### src/rtl/pol_pkg.sv
// Shared types, codes and constants for the positional ordered list.
package pol_pkg;

    localparam int DATA_W       = 32;
    localparam int POS_W        = 10;
    localparam int OP_W         = 3;
    localparam int STATUS_W     = 2;
    localparam int DEF_CAPACITY = 64;

    localparam logic [OP_W-1:0] OP_INSERT = 3'd0;
    localparam logic [OP_W-1:0] OP_DELETE = 3'd1;
    localparam logic [OP_W-1:0] OP_GET    = 3'd2;
    localparam logic [OP_W-1:0] OP_LOCATE = 3'd3;
    localparam logic [OP_W-1:0] OP_CLEAR  = 3'd4;

    localparam logic [STATUS_W-1:0] ST_OK       = 2'd0;
    localparam logic [STATUS_W-1:0] ST_BADPOS   = 2'd1;
    localparam logic [STATUS_W-1:0] ST_FULL     = 2'd2;
    localparam logic [STATUS_W-1:0] ST_NOTFOUND = 2'd3;

    // Command broadcast to every cell of the chain.
    typedef struct packed {
        logic              eval;   // latch the compare flag
        logic              ins;    // open a gap at idx and write value
        logic              del;    // close the gap at idx
        logic [POS_W-1:0]  idx;    // 0-based cell index of the operation
        logic [POS_W-1:0]  count;  // current list length
        logic [DATA_W-1:0] value;  // value to insert or search for
    } t_cell_cmd;

endpackage

### src/rtl/pol_cell.sv
// One storage cell of the list chain: holds one entry and shifts to its neighbours.
module pol_cell #(
    parameter int CELL_IDX = 0
) (
    input  logic                      i_clk,
    input  pol_pkg::t_cell_cmd        i_cmd,
    input  logic [pol_pkg::DATA_W-1:0] i_left,
    input  logic [pol_pkg::DATA_W-1:0] i_right,
    output logic [pol_pkg::DATA_W-1:0] o_value,
    output logic                      o_match,
    output logic [pol_pkg::DATA_W-1:0] o_sel
);
    import pol_pkg::*;

    localparam logic [POS_W-1:0] MY_IDX = POS_W'(CELL_IDX);

    logic [DATA_W-1:0] r_value;
    logic [DATA_W-1:0] n_value;
    logic              r_match;
    logic              n_match;

    always_comb begin
        n_value = r_value;
        if (i_cmd.ins) begin
            if (MY_IDX == i_cmd.idx) begin
                n_value = i_cmd.value;
            end else if (MY_IDX > i_cmd.idx) begin
                n_value = i_left;
            end
        end else if (i_cmd.del) begin
            if (MY_IDX >= i_cmd.idx) begin
                n_value = i_right;
            end
        end
    end

    // Hold the flag unless a compare is requested; only live entries match.
    assign n_match = i_cmd.eval ? ((r_value == i_cmd.value) && (MY_IDX < i_cmd.count))
                                : r_match;

    always_ff @(posedge i_clk) begin
        r_value <= n_value;
        r_match <= n_match;
    end

    assign o_value = r_value;
    assign o_match = r_match;
    assign o_sel   = (MY_IDX == i_cmd.idx) ? r_value : '0;

endmodule

### config.mk
export PLATFORM = sky130hd
export DESIGN_NAME = pol_cell
export DESIGN_NICKNAME = d
export VERILOG_FILES = /design/src/rtl/pol_pkg.sv /design/src/rtl/pol_cell.sv
export SDC_FILE = /design/constraint.sdc
export NUM_CORES = 1
export LEC_CHECK = 0
export ABC_CLOCK_PERIOD_IN_PS = 9400
export BUFFER_PORTS_ARGS = -buffer_cell sky130_fd_sc_hd__buf_2
export CORE_AREA = 4 4 78 87
export CTS_CLUSTER_SIZE = 16
export DETAILED_ROUTE_END_ITERATION = 10
export DIE_AREA = 0 0 82 91
export PLACE_DENSITY_LB_ADDON = 0.08
export SYNTH_ARGS = -nofsm -noshare
export SYNTH_HDL_FRONTEND = slang
export SYNTH_SLANG_ARGS = --single-unit
### constraint.sdc
create_clock -name i_clk -period 9.4 [get_ports i_clk]
set_input_delay 1.88 -clock i_clk [delete_from_list [all_inputs] [get_ports i_clk]]
set_output_delay 1.88 -clock i_clk [all_outputs]
set_load 0.02 [all_outputs]
==> out/metrics.cfg, run 1 <==
[worst_hold_path]
min-delay-start = o_value[4]
whs_endpoint = o_match
hold_depth = 3
hold_path.class = flop to flop

[clock_network]
clkSlewWorstSetupHoldPaths_ns = 0.06
htreeDepth = 2
cts_resized = 0
cts_tree = built
clkLatencyLatePin_ns = 0.29
root_buffer = clkbuf_8
cts_hold_buf = 0
cts_buffer_depth = 2
cts_buffers = 5
cts_sinks = 33
cts_setup_buffers = 0

[floorplan]
placement_rows = 29
io_pins = 185
start_util = 0.395
die_h_um = 91
dieArea_um2 = 7460
coreArea_um2 = 5810
die_x_um = 82

[drt]
post_drt_wl_per_cell_um = 14.7
via_per_inst = 4.80
ant_nets = 0
drt_pre_antenna_iters = 4
vias = 2483
route.detailed.drc = 0
routed_wl_mm = 7.62
drt_iter0_markers = 119

[setup_path]
r2r-end = o_match
worstSetupEndpointType = primary output
regToRegSetupSlack_ns = 7.78
cp-start-kind = primary input
cp.required_ns = 7.52
r2r_start = o_value[5]
r2r_cells = 4
worstSetupStartpoint = i_cmd[45]
cp.arrival_ns = 3.61
worstPathMaxFanout = 64
crit_type = primary input to primary output

[sta]
final-max-slew-violation-count = 0
slew_headroom = 0.282
rsz0062_at_grt = false
min_period_over_period = 0.584
finClkSkew_ns = 0.0118
hold_viol = 0
tightest_slew_ns = 1.08
fmax_mhz = 182
timing.setup.tns_ns = 0
fin_crit_ns = 5.49
setup_viol = 0

[placement]
hpwl_mm = 5.81
port_buffers = 184
place_congestion = 0.819

[logic_synthesis]
ys_seq_area_frac = 0.432
synth_top_family_by_area = simple AND/OR/NAND/NOR gates
synth_cell_types = 16
synth_compound_gate_area_share = 0.0873
yosys_register_bits = 33
synth_fp_nets = 384
synthAdderAreaFrac = 0
netlist_area_um2 = 2290
yosys_warnings = 0
synthSimpleGateAreaFrac = 0.304
synth_xor_xnor_area_share = 0.122
synth_cells = 264
avgSynthCellArea_um2 = 8.68
synth.mux.area_fraction = 0

[global_routing]
grt_max_degree = 66
grt_pass1_vias = 2298
grt_antenna_before_repair = 0
grt_pass1_wl_mm = 11.1
grt_overflow_total = 0
grt_util_all_layers = 0.196

[final_layout]
final_cell_mix = buf_2 (184), nand2_1 (64), nor2_1 (35)
syn2layout_area_growth_pct = 43.2
final_layout_size_suffix_gt1_frac = 0.441
num_antenna_cells = 0
mostFrequentLayoutCell = buf_2
nets = 559

[power_and_ir_drop]
irDropWorstVdd_mv = 0.0435
leakage_nw = 1.62
finalPower_mw = 0.321
power_density_nw_per_um2 = 97.9

[run]
max-cap-violations = 0

[status]
status = finished clean

[synth_stat cells]
library cell  count  area [µm²]
a31oi_1          32         200
and2_1           32         200
and3_1            1        6.26
buf_12            3        60.1
buf_6             1        11.3
clkbuf_1         10        37.5
clkbuf_2          3        15.0
edfxtp_1         33         991
nand2_1          64         240
nand3_1           3        15.0
nand4_1           3        18.8
nor2_1           36         135
nor4_1            9        56.3
nor4_2            2        25.0
xnor2_1           8        70.1
xor2_1           24         210
[per-stage QoR]
step	util	area, µm²	hold WS [ns]	instances	setup slack [ns]
final	0.565	3280	0.732	517	3.91
after global routing	0.565	3280	0.823	517	3.77
after CTS	0.565	3280	0.739	517	3.89
after floorplan	-	2290	0.818	264	4.63
after global placement	0.552	3200	0.738	509	3.92
after detailed placement	0.552	3200	0.722	509	3.88
[how the worst max path moves through the flow]
stage                 to  slack (ns)  cells after the start
2_1_floorplan  o_sel[10]        4.63                      5
3_3_place_gp   o_sel[16]        3.92                      5
3_5_place_dp    o_sel[3]        3.88                      5
4_1_cts         o_sel[3]        3.89                      5
5_1_grt        o_sel[24]        3.77                      5
6_report        o_sel[3]        3.91                      5
[routing by layer]
| layer | share of wire | vias to the layer above | routed length [µm] | GRT usage |
|---|---|---|---|---|
| met5 | 0 | - | 0 | 0 |
| li1 | - | 1258 | - | - |
| met2 | 0.50 | 123 | 3790 | 0.346 |
| met4 | 0.015 | 0 | 112 | 0.0485 |
| met1 | 0.39 | 1093 | 2990 | 0.233 |
| met3 | 0.095 | 9 | 724 | 0.0515 |
[critical path, cell delays in order]
cell and delay, ns:
buf_2 0.10, nor4_2 0.29, and3_2 0.93, and2_1 0.24, buf_2 0.16
[state kept, by name, summed over array words and instances, names as in the netlist]
name,count
o_value,32
o_match,1
[cells by family after synthesis]
logic type,Yosys count
buffers and inverters,17
AOI/OAI and AO/OA,32
DFF,33
xor gates and xnor gates,32
and+or+nand+nor,150
[report_power, final]
group          switching [mW]  internal [mW]
clock network          0.0527         0.0527
logic                  0.0242         0.0283
registers            0.000124          0.163
total                  0.0770          0.244
[layout make-up]
class / instances / area [µm²]
multi-input combinational: 214 / 1190
fill: 560 / 2520
clock buffer: 8 / 80.1
timing repair buffer: 185 / 928
tap: 77 / 96.3
sequential: 33 / 991
Power figures use the tool's default switching activity.
==> inputs of run 2 (changes only) <==
--- a/config.mk
+++ b/config.mk
@@ -5,7 +5,7 @@
 export SDC_FILE = /design/constraint.sdc
 export NUM_CORES = 1
 export LEC_CHECK = 0
-export ABC_CLOCK_PERIOD_IN_PS = 9400
+export ABC_CLOCK_PERIOD_IN_PS = 5400
 export BUFFER_PORTS_ARGS = -buffer_cell sky130_fd_sc_hd__buf_2
 export CORE_AREA = 4 4 78 87
 export CTS_CLUSTER_SIZE = 16
==> constraint.sdc (replaced) <==
create_clock -name i_clk -period 5.4 [get_ports i_clk]
set_input_delay 1.08 -clock i_clk [delete_from_list [all_inputs] [get_ports i_clk]]
set_output_delay 1.08 -clock i_clk [all_outputs]
set_load 0.02 [all_outputs]
==> out/metrics.cfg, run 2 (synthesis gave the netlist of run 1 again) <==
[power_and_ir_drop]
irDropWorstVdd_mv = 0.149
power_density_nw_per_um2 = 168
leakage_nw = 1.62

[final_layout]
num_antenna_cells = 0
regArea_um2 = 991
final_layout_size_suffix_gt1_frac = 0.443
utilization = 0.566
nets = 559
final_cell_mix = buf_2 (184), nand2_1 (64), nor2_1 (35)
mostFrequentLayoutCell = buf_2
syn2layout_area_growth_pct = 43.2
largest_reg_flops = 32
fillerInstances = 575
multi_input_area_um2 = 1190

[sta]
setup_ws_ns = 1.48
setup_viol = 0
finClkSkew_ns = 0.00755
final-max-slew-violation-count = 0
tightest_slew_ns = 1.09
fmax_mhz = 255
timing.setup.tns_ns = 0
slew_headroom = 0.275
min_period_over_period = 0.726
hold_viol = 0
fin_crit_ns = 3.92
rsz0062_at_grt = false

[drt]
ant_nets = 0
route.detailed.drc = 0
vias = 2498
drt_pre_antenna_iters = 4
routed_wl_mm = 7.62
via_per_inst = 4.83
drt_iter0_markers = 114
post_drt_wl_per_cell_um = 14.7

[clock_network]
cts_setup_buffers = 0
cts_resized = 0
root_buffer = clkbuf_8
cts_hold_buf = 0
clkSlewWorstSetupHoldPaths_ns = 0.06
htreeDepth = 2
cts_sinks = 33
clkLatencyLatePin_ns = 0.28
cts_tree = built
cts_buffers = 5
cts_buffer_depth = 2

[floorplan]
placement_rows = 29
io_pins = 185
start_util = 0.395
coreArea_um2 = 5810
die_h_um = 91
dieArea_um2 = 7460
die_x_um = 82

[global_routing]
grt_pass1_vias = 2332
grt_max_degree = 66
grt_antenna_before_repair = 0
grt_overflow_total = 0
grt_pass1_wl_mm = 11.3
grt_util_all_layers = 0.197

[placement]
hpwl_mm = 5.86
dp_slack_ns = 1.49
port_buffers = 184
place_congestion = 0.825

[run]
max-cap-violations = 0

[setup_path]
slowest_stage = and3_2
regToRegSetupSlack_ns = 3.76
cp.required_ns = 4.32
endpoint = o_sel[24]
cp-start-kind = primary input
r2r_start = o_value[15]
worstSetupEndpointType = primary output
critical_path.cell_chain = buf_2 -> nor4_2 -> and3_2 -> and2_1 -> buf_2
r2r-end = o_match
cp.arrival_ns = 2.84
crit_type = primary input to primary output
crit_top_cell = buf_2
worstPathMaxFanout = 64
slowest_delay_ns = 0.94
worstSetupStartpoint = i_cmd[45]
r2r_cells = 4

[status]
status = finished clean

[worst_hold_path]
hold_path.class = flop to flop

[run 2: cell count changes in the layout (fill, tap and decap cells not counted)]
cell,previous run,this run
clkbuf_1,3,0
clkinv_1,0,2
clkinv_2,0,1
[run 2: worst min path at each step]
stage                     startpoint       to  slack [ns]  cells after the start
final                     o_value[3]  o_match        0.74                      3
after global routing      o_value[3]  o_match        0.81                      3
after CTS                 o_value[3]  o_match        0.74                      3
after detailed placement  o_value[3]  o_match        0.72                      3
after global placement    o_value[3]  o_match        0.74                      3
after floorplan           o_value[8]  o_match        0.82                      3
[run 2: stage by stage]
stage               std cells  area [µm²]  hold WS (ns)  power [mW]
detailed placement        509        3200         0.725       0.382
CTS                       517        3280         0.738       0.559
floorplan                 264        2290         0.818       0.327
finish                    517        3280         0.741       0.551
global placement          509        3200         0.737       0.381
global route              517        3280         0.808       0.580
[run 2: metal layers]
metal	share of wire	vias up	routed length (µm)	GRT usage
li1	-	1259	-	-
met1	0.38	1122	2920	0.241
met2	0.51	113	3920	0.346
met3	0.095	4	727	0.0535
met4	0.0068	0	52	0.0374
met5	0	-	0	0
[run 2: final cells by class]
class                   instances  area share
multi-input cells             214       0.361
flip-flops and latches         33       0.302
repair buffers                185       0.283
well taps                      77      0.0293
clock buffers                   5      0.0210
clock inverters                 3     0.00381
[run 2: worst max-delay path, delay by kind of cell]
family,cells,cell delay (ns)
simple gates,3,1.47
buf+inv,2,0.27
[run 2: power by group]
part,total (mW),switching [mW],internal (mW)
registers,0.284,0.000230,0.284
clock network,0.175,0.0879,0.0867
logic,0.0922,0.0428,0.0494
total,0.551,0.131,0.420
==> inputs of run 3 (changes only) <==
--- a/config.mk
+++ b/config.mk
@@ -5,7 +5,7 @@
 export SDC_FILE = /design/constraint.sdc
 export NUM_CORES = 1
 export LEC_CHECK = 0
-export ABC_CLOCK_PERIOD_IN_PS = 5400
+export ABC_CLOCK_PERIOD_IN_PS = 3750
 export BUFFER_PORTS_ARGS = -buffer_cell sky130_fd_sc_hd__buf_2
 export CORE_AREA = 4 4 78 87
 export CTS_CLUSTER_SIZE = 16
==> constraint.sdc (replaced) <==
create_clock -name i_clk -period 3.75 [get_ports i_clk]
set_input_delay 0.75 -clock i_clk [delete_from_list [all_inputs] [get_ports i_clk]]
set_output_delay 0.75 -clock i_clk [all_outputs]
set_load 0.02 [all_outputs]
==> out/metrics.cfg, run 3 (synthesis gave the netlist of run 1 again) <==
[final_layout]
final_cell_mix = buf_2 (184), nand2_1 (64), nor2_1 (35)
num_antenna_cells = 0
final_layout_size_suffix_gt1_frac = 0.449
nets = 564
largest_reg_flops = 32
syn2layout_area_growth_pct = 45.4
mostFrequentLayoutCell = buf_2

[floorplan]
die_h_um = 91
dieArea_um2 = 7460
die_x_um = 82
io_pins = 185
coreArea_um2 = 5810
placement_rows = 29
start_util = 0.395

[worst_hold_path]
hold_path.class = primary input to flop
min-delay-start = i_cmd[54]
hold_depth = 1
whs_endpoint = o_match

[run]
max-cap-violations = 0

[setup_path]
regToRegSetupSlack_ns = 2.14
r2r_cells = 4
cp.arrival_ns = 2.22
r2r_start = o_value[23]
r2r-end = o_match
slowest_stage = and3_2
cp-start-kind = primary input
critical_path.cell_chain = buf_2 -> nor4_2 -> and3_2 -> buf_12 -> and2_1 -> buf_2
worstPathMaxFanout = 34
cp.required_ns = 3.00
slowest_delay_ns = 0.52
crit_type = primary input to primary output
worstSetupEndpointType = primary output
crit_top_cell = buf_2

[clock_network]
clkSlewWorstSetupHoldPaths_ns = 0.06
cts_buffer_depth = 2
cts_buffers = 5
cts_resized = 0
cts_hold_buf = 0
root_buffer = clkbuf_8
cts_tree = built
cts_setup_buffers = 0
clkLatencyLatePin_ns = 0.28
htreeDepth = 2
cts_sinks = 33

[sta]
hold_viol = 0
slew_headroom = 0.591
rsz0062_at_grt = false
finClkSkew_ns = 0.0147
timing.setup.tns_ns = 0
tightest_slew_ns = 0.614
fin_crit_ns = 2.97
setup_viol = 0
min_period_over_period = 0.793
setup_ws_ns = 0.777
final-max-slew-violation-count = 0
fmax_mhz = 336

[drt]
route.detailed.drc = 0
via_per_inst = 4.90
drt_pre_antenna_iters = 4
routed_wl_mm = 7.79
vias = 2560
ant_nets = 0
post_drt_wl_per_cell_um = 14.9
drt_iter0_markers = 76

[power_and_ir_drop]
power_density_nw_per_um2 = 239
leakage_nw = 1.65
finalPower_mw = 0.797
irDropWorstVdd_mv = 0.134

[global_routing]
grt_pass1_wl_mm = 11.7
grt_util_all_layers = 0.203
grt_pass1_vias = 2453
grt_antenna_before_repair = 0
grt_overflow_total = 0
grt_max_degree = 65

[placement]
hpwl_mm = 6.19
place_congestion = 0.807
dp_slack_ns = 0.757
port_buffers = 184

[status]
status = finished clean

-- run 3: changes by cell type in the layout (fill, tap and decap cells not counted) --
cell,change
buf_12,+1
buf_4,+4
-- run 3: critical path, delay by kind of cell --
kind                   cells  cell delay, ns
buffers and inverters      3            0.50
AND/OR/NAND/NOR            3            0.96
-- run 3: layer usage --
layer	part of all wire	routed length (µm)	track usage
met5	0	0	0
met4	0.021	165	0.0748
met3	0.10	798	0.0416
met2	0.50	3880	0.344
met1	0.38	2940	0.250
-- run 3: per-stage QoR --
step	area (µm²)	utilization	hold WS, ns	std cells
6_report	3330	0.574	0.678	522
4_1_cts	3330	0.574	0.671	522
3_5_place_dp	3250	0.560	0.734	514
5_1_grt	3330	0.574	0.669	522
2_1_floorplan	2290	-	0.818	264
3_3_place_gp	3250	0.560	0.730	514
-- run 3: final cells by class --
cell class                      instances  area, µm²
Clock inverter                          3       12.5
Sequential cell                        33        991
Fill cell                             568       2470
Clock buffer                            5       68.8
Timing Repair Buffer                  190        978
Multi-Input combinational cell        214       1190
Tap cell                               77       96.3
-- run 3: worst max-delay path by stage --
| stage | startpoint | to | slack, ns | cells past startpoint |
|---|---|---|---|---|
| 2_1_floorplan | i_cmd[48] | o_value[0] | 0.50 | 4 |
| 3_3_place_gp | i_cmd[45] | o_sel[3] | 0.80 | 6 |
| 3_5_place_dp | i_cmd[45] | o_sel[2] | 0.76 | 6 |
| 4_1_cts | i_cmd[45] | o_sel[2] | 0.76 | 6 |
| 5_1_grt | i_cmd[45] | o_sel[12] | 0.66 | 6 |
| 6_report | i_cmd[45] | o_sel[5] | 0.78 | 6 |
-- run 3: power breakdown --
| part | switching (mW) | internal, mW |
|---|---|---|
| registers | 0.000331 | 0.409 |
| logic | 0.0626 | 0.0716 |
| clock network | 0.129 | 0.125 |
| total | 0.192 | 0.605 |
